`src/rtl/core/fbrf_pkg.sv`:
```
// Shared types and register offsets for the framebuffer rectangle fill controller.
`default_nettype none
package fbrf_pkg;

    typedef struct packed {
        logic        kind;
        logic [1:0]  access_size;
        logic [23:0] address_offset;
        logic [31:0] write_data;
    } req_t;

    typedef struct packed {
        logic [31:0] read_data;
        logic        claimed;
        logic        fault;
    } rsp_t;

    localparam logic [1:0] SIZE_BYTE = 2'd0;
    localparam logic [1:0] SIZE_HALF = 2'd1;
    localparam logic [1:0] SIZE_WORD = 2'd2;
    localparam logic [1:0] SIZE_BAD  = 2'd3;

    localparam logic [23:0] OFS_PANEL0      = 24'h000980;
    localparam logic [23:0] OFS_PANEL1      = 24'h000984;
    localparam logic [23:0] OFS_PANEL2      = 24'h000988;
    localparam logic [23:0] OFS_PANEL3      = 24'h00098C;
    localparam logic [23:0] OFS_PANEL4      = 24'h000994;
    localparam logic [23:0] OFS_PANEL_NOP   = 24'h000998;
    localparam logic [23:0] OFS_PANEL5      = 24'h00099C;
    localparam logic [23:0] OFS_BLIT_GO     = 24'h000A00;
    localparam logic [23:0] OFS_BLIT_A      = 24'h000A04;
    localparam logic [23:0] OFS_BLIT_B      = 24'h000A08;
    localparam logic [23:0] OFS_BLIT_C      = 24'h000A10;
    localparam logic [23:0] OFS_BLIT_D      = 24'h000A14;
    localparam logic [23:0] OFS_FILL_CMD    = 24'h000200;
    localparam logic [23:0] OFS_FILL_COLOUR = 24'h000204;
    localparam logic [23:0] OFS_FILL_WIDTH  = 24'h000208;
    localparam logic [23:0] OFS_FILL_HEIGHT = 24'h00020C;
    localparam logic [23:0] OFS_FILL_DLO    = 24'h000210;
    localparam logic [23:0] OFS_FILL_DHI    = 24'h000214;
    localparam logic [23:0] OFS_FILL_GO     = 24'h000234;
    localparam logic [15:0] COLOUR_MASK     = 16'hFFFF;

    // Operation classes handed from the front to the back.
    typedef enum logic [2:0] {
        OP_NONE  = 3'd0,
        OP_RESP  = 3'd1,
        OP_FB_RD = 3'd2,
        OP_FB_WR = 3'd3,
        OP_FILL  = 3'd4
    } op_t;

    typedef struct packed {
        op_t         op;
        logic [1:0]  nbytes_m1;
        logic [23:0] fb_addr;
        logic [31:0] data;
        logic        claimed;
        logic        fault;
    } cmd_t;

endpackage
`default_nettype wire

```
`src/rtl/core/fbrf_front.sv`:
```
// Front end: decodes accesses, keeps the registers and checks fill requests.
`default_nettype none
module fbrf_front #(
    parameter int FRAME_BYTES = 262144,
    parameter int FRAME_BASE = 65536,
    parameter int LINE_STRIDE_BYTES = 512
) (
    input  wire logic          clk,
    input  wire logic          rst_n,
    input  wire fbrf_pkg::req_t req,
    output fbrf_pkg::cmd_t     cmd,
    output logic [31:0]        fill_colour,
    output logic [31:0]        fill_width,
    output logic [31:0]        fill_height,
    output logic [31:0]        fill_start,
    input  wire logic          take
);
    logic [31:0] panel_reg [6];
    logic [31:0] cmd_reg, colour_reg, width_reg, height_reg, dlo_reg, dhi_reg;
    logic [31:0] start;
    logic [63:0] span, endp;
    logic        in_fb, is_wr, is_word, bad_fill;
    logic [2:0]  nb;
    logic [24:0] off_end;

    assign fill_colour = colour_reg;
    assign fill_width  = width_reg;
    assign fill_height = height_reg;
    assign fill_start  = start;

    assign start = {dhi_reg[15:0], dlo_reg[15:0]};
    assign span  = 64'(height_reg - 32'd1) * 64'(LINE_STRIDE_BYTES) + {31'd0, width_reg, 1'b0};
    assign endp  = 64'(start) + span;
    assign bad_fill = endp > 64'(FRAME_BYTES);

    assign is_wr   = req.kind;
    assign is_word = req.access_size == fbrf_pkg::SIZE_WORD;
    assign nb = (req.access_size == fbrf_pkg::SIZE_BYTE) ? 3'd1 :
                (req.access_size == fbrf_pkg::SIZE_HALF) ? 3'd2 : 3'd4;
    assign off_end = {1'b0, req.address_offset} + {22'd0, nb};
    assign in_fb = req.access_size != fbrf_pkg::SIZE_BAD
                && 32'(req.address_offset) >= 32'(FRAME_BASE)
                && 33'(off_end) <= 33'(FRAME_BASE) + 33'(FRAME_BYTES);

    always_comb
    begin
        cmd = '0;
        cmd.op = fbrf_pkg::OP_RESP;
        cmd.data = req.write_data;
        cmd.nbytes_m1 = 2'(nb - 3'd1);
        cmd.fb_addr = 24'(32'(req.address_offset) - 32'(FRAME_BASE));
        if (in_fb)
        begin
            cmd.claimed = 1'b1;
            cmd.op = is_wr ? fbrf_pkg::OP_FB_WR : fbrf_pkg::OP_FB_RD;
        end
        else if (is_word && !is_wr)
        begin
            cmd.data = '0;
            case (req.address_offset)
                fbrf_pkg::OFS_BLIT_GO, fbrf_pkg::OFS_FILL_GO: cmd.claimed = 1'b1;
                fbrf_pkg::OFS_PANEL0:
                begin
                    cmd.claimed = 1'b1;
                    cmd.data = panel_reg[0];
                end
                fbrf_pkg::OFS_PANEL4:
                begin
                    cmd.claimed = 1'b1;
                    cmd.data = panel_reg[4];
                end
                default: cmd.claimed = 1'b0;
            endcase
        end
        else if (is_word)
        begin
            cmd.data = '0;
            cmd.claimed = 1'b1;
            case (req.address_offset)
                fbrf_pkg::OFS_PANEL0, fbrf_pkg::OFS_PANEL1, fbrf_pkg::OFS_PANEL2,
                fbrf_pkg::OFS_PANEL3, fbrf_pkg::OFS_PANEL4, fbrf_pkg::OFS_PANEL5,
                fbrf_pkg::OFS_PANEL_NOP, fbrf_pkg::OFS_BLIT_A, fbrf_pkg::OFS_BLIT_B,
                fbrf_pkg::OFS_BLIT_C, fbrf_pkg::OFS_BLIT_D, fbrf_pkg::OFS_FILL_CMD,
                fbrf_pkg::OFS_FILL_COLOUR, fbrf_pkg::OFS_FILL_WIDTH,
                fbrf_pkg::OFS_FILL_HEIGHT, fbrf_pkg::OFS_FILL_DLO,
                fbrf_pkg::OFS_FILL_DHI: cmd.claimed = 1'b1;
                fbrf_pkg::OFS_BLIT_GO: cmd.fault = req.write_data != 32'd1;
                fbrf_pkg::OFS_FILL_GO:
                begin
                    if (req.write_data != 32'd1 || cmd_reg != 32'd0)
                        cmd.fault = 1'b1;
                    else if (width_reg != 32'd0 && height_reg != 32'd0)
                    begin
                        if (bad_fill)
                            cmd.fault = 1'b1;
                        else
                            cmd.op = fbrf_pkg::OP_FILL;
                    end
                end
                default: cmd.claimed = 1'b0;
            endcase
        end
        else
        begin
            cmd.data = '0;
        end
    end

    always_ff @(posedge clk or negedge rst_n)
    begin
        if (!rst_n)
        begin
            for (int i = 0; i < 6; i++)
                panel_reg[i] <= '0;
            cmd_reg <= '0;
            colour_reg <= '0;
            width_reg <= '0;
            height_reg <= '0;
            dlo_reg <= '0;
            dhi_reg <= '0;
        end
        else if (take && is_word && is_wr && !in_fb)
        begin
            case (req.address_offset)
                fbrf_pkg::OFS_PANEL0: panel_reg[0] <= req.write_data;
                fbrf_pkg::OFS_PANEL1: panel_reg[1] <= req.write_data;
                fbrf_pkg::OFS_PANEL2: panel_reg[2] <= req.write_data;
                fbrf_pkg::OFS_PANEL3: panel_reg[3] <= req.write_data;
                fbrf_pkg::OFS_PANEL4: panel_reg[4] <= req.write_data;
                fbrf_pkg::OFS_PANEL5: panel_reg[5] <= req.write_data;
                fbrf_pkg::OFS_FILL_CMD: cmd_reg <= req.write_data;
                fbrf_pkg::OFS_FILL_COLOUR: colour_reg <= req.write_data;
                fbrf_pkg::OFS_FILL_WIDTH: width_reg <= req.write_data;
                fbrf_pkg::OFS_FILL_HEIGHT: height_reg <= req.write_data;
                fbrf_pkg::OFS_FILL_DLO: dlo_reg <= req.write_data;
                fbrf_pkg::OFS_FILL_DHI: dhi_reg <= req.write_data;
                default: ;
            endcase
        end
    end
endmodule
`default_nettype wire

```
`config.mk`:
```
export PLATFORM = sky130hd
export DESIGN_NAME = fbrf_front
export DESIGN_NICKNAME = d
export VERILOG_FILES = /design/src/rtl/core/fbrf_pkg.sv /design/src/rtl/core/fbrf_front.sv
export SDC_FILE = /design/constraint.sdc
export NUM_CORES = 1
export LEC_CHECK = 0
export BUFFER_PORTS_ARGS = -buffer_cell sky130_fd_sc_hd__buf_4
export CORE_UTILIZATION = 45
export DETAILED_ROUTE_END_ITERATION = 8
export PLACE_DENSITY = 0.74
export SKIP_CTS_REPAIR_TIMING = 1
export SLEW_MARGIN = 20
export SYNTH_ARGS = -nofsm -noshare
export SYNTH_HDL_FRONTEND = slang
export SYNTH_SLANG_ARGS = --single-unit
```
`constraint.sdc`:
```
create_clock -name clk -period 9.5 [get_ports clk]
set_input_delay 0.475 -clock clk [delete_from_list [all_inputs] [get_ports clk]]
set_output_delay 0.475 -clock clk [all_outputs]
set_load 0.1 [all_outputs]
```
==> flow_metrics.tcl <==
set metrics [dict create \
    wirelength_um 43600 \
    leakagePower_nw 8.53 \
    relSlewSlack 0.449 \
    cp_top_family "simple AND/OR/NAND/NOR gates" \
    slowest_delay_ns 0.54 \
    clkTransAtPathRegs_ns 0.06 \
    r2r-start "fill_height[29]$_DFFE_PN0P_" \
    dp_hpwl_um 32300 \
    syn_nets 1426 \
    status "finished, violations left" \
    grt_max_degree 100 \
    cp_slowest_cell "or4_2" \
    antenna_found_initial 1 \
    final_common_cell "buf_4" \
    max-vdd-ir-drop_mv 0.105 \
    drc 0 \
    fin_crit_sh 0.744 \
    num_rows 63 \
    power_density_nw_per_um2 127 \
    die_y_um 177 \
    clockPowerShare 0.469 \
    nFillCells 2629 \
    netlist_instances 1291 \
    finalClockSkew_ns 0 \
    ys_ff_latch 224 \
    die_x_um 177 \
    whs_ns -0.0342 \
    core_area_um2 30000 \
    setup_ws_ns 2.43 \
    seqPwrFrac 0.449 \
    grt_pass1_vias 11400 \
    final_core_util 0.557 \
    cts_tree "yes" \
    h-tree-depth 1 \
    cts_made_buffers 25 \
    finalNetCount 1622 \
    track_usage 0.278 \
    p_sw_frac 0.251 \
    drtIter0Drc 698 \
    areaGrowthSynthToFinish_pct 20.5 \
    synth_area_um2 13900 \
    vias_per_cell 5.93 \
    ff2ff_path_depth 1 \
    final_cell_mix "265 x buf_4, 224 x dfrtp_1, 220 x mux2_2, 105 x nand2_1, 65 x o21ai_0" \
    start_util 0.462 \
    rsz0062_at_grt "false" \
    layout-drive-gt1-share 0.370 \
    r2r_end "fill_height[29]$_DFFE_PN0P_" \
    cap_violations 0 \
    p_int_mw 1.59 \
    critPathKind "reg2out" \
    cp_max_fo 11 \
    largest_register_ffs 64 \
    worstPathCellList "inv_1, ha_1, nor3b_2, nand4_4, nor3_1, xor2_1, fa_1, ha_1, a21oi_1, o21a_1, o22ai_1, or3_1, or4_2, a221oi_1, nand3_1, nor2_1, buf_4" \
    root_buffer "clkbuf_16" \
    yosysWarnings 0 \
    clockBufferDepth 3 \
    pre_cts_ws_ns 3.06 \
    worst_slew_pin_slew_ns 0.823 \
    slew_viol_final 0 \
    grt_pass1_wl_um 67100 \
    cp-end-kind "primary output" \
    yosysUniqueCellTypes 85 \
    diodes 0 \
    cp.buffers_inverters 2 \
    finalCriticalPeriod_ns 7.07 \
    fmax_ghz 0.142 \
    hp-class "in2async" \
    firstDrtPassIters 5 \
    cp.required_ns 9.03 \
    ant_nets 0 \
    synth_ff_type "dfrtp_1" \
    seq_area_frac_synth 0.405 \
    hold_viol 20 \
    synth-edff-count 0 \
    violations "negative hold slack" \
    ys_async_sr_fraction 1.00 \
    worst_setup_path_start_kind "flop" \
    clk_latency_ns 0.52 \
    die_area_um2 31500 \
    fin_setup_tns_ns 0 \
    finalSetupViolCount 0 \
    clkSinkCount 224 \
    io-pin-count 253 \
    dr_total_vias 11200 \
    worstPathArrival_ns 6.59 \
    worst_path_most_repeated_cell "ha_1" \
    syn_area_per_cell_um2 10.7 \
    wl_per_cell_um 23.0 \
    power_switching_mw 0.533 \
    grt.overflow.total 0 \
    power_frac_comb 0.081 \
    portBuffers 252 \
    place_congestion 0.936 \
    reg2reg_slack_ns 8.55 \
]
cell usage after synthesis (27+ instances only):
cell type	count	share of area
dfrtp_1	224	0.40
o21ai_0	65	0.023
mux2_2	220	0.18
nor4_1	34	0.015
nand4_1	27	0.012
a21oi_1	50	0.018
ha_1	48	0.043
a22oi_1	33	0.018
nand2_1	105	0.028
nor2_1	48	0.013
inv_1	38	0.010
clkbuf_1	42	0.011
worst max-delay path by stage:
stage                                          start      end  cells after the start
after global placement    fill_height[0]$_DFFE_PN0P_  cmd[62]                     18
after global routing      fill_height[0]$_DFFE_PN0P_  cmd[62]                     19
final                     fill_height[0]$_DFFE_PN0P_  cmd[62]                     17
after CTS                 fill_height[0]$_DFFE_PN0P_  cmd[62]                     19
after detailed placement  fill_height[0]$_DFFE_PN0P_  cmd[62]                     19
after floorplan           fill_height[0]$_DFFE_PN0P_  cmd[62]                     19
area by class of cell:
| class | instances | area, um^2 | area share |
|---|---|---|---|
| Tap cell | 390 | 488 | 0.0292 |
| Clock buffer | 31 | 688 | 0.0412 |
| Clock inverter | 14 | 166 | 0.00997 |
| Timing Repair Buffer | 266 | 2000 | 0.120 |
| Inverter | 38 | 143 | 0.00854 |
| Sequential cell | 224 | 5610 | 0.336 |
| Multi-Input combinational cell | 932 | 7600 | 0.455 |
stage by stage:
| step | std cells | instance area [um^2] | total power, mW |
|---|---|---|---|
| after floorplan | 1291 | 13900 | 1.06 |
| after global placement | 1850 | 15800 | 1.14 |
| after detailed placement | 1850 | 15800 | 1.15 |
| after CTS | 1895 | 16700 | 2.14 |
| after global routing | 1895 | 16700 | 2.19 |
| final | 1895 | 16700 | 2.12 |
cells by family (layout without fill, tap and decap cells):
| logic type | Yosys count | after routing | share of synthesized area |
|---|---|---|---|
| flip-flops | 224 | 224 | 0.405 |
| AO/OA/AOI/OAI | 245 | 245 | 0.116 |
| adder cells (fa/ha/maj) | 73 | 73 | 0.0795 |
| multiplexers | 236 | 236 | 0.191 |
| AND/OR/NAND/NOR | 327 | 327 | 0.129 |
| XOR/XNOR | 51 | 51 | 0.0328 |
| buffers and inverters | 135 | 349 | 0.0469 |
power groups by stage:
stage	Clock, mW	Combinational [mW]	Sequential, mW
after floorplan	0	0.0914	0.972
after global placement	0	0.172	0.972
after detailed placement	0	0.173	0.972
after CTS	1.01	0.174	0.954
after global routing	1.05	0.183	0.953
final	0.997	0.173	0.954
metal layers:
| layer | global-route usage | share of wire |
|---|---|---|
| met3 | 0.0465 | 0.060 |
| met2 | 0.471 | 0.49 |
| met4 | 0.0559 | 0.017 |
| met5 | 0 | 0 |
| met1 | 0.375 | 0.43 |
Note: power is estimated with default switching activity, not from simulation.
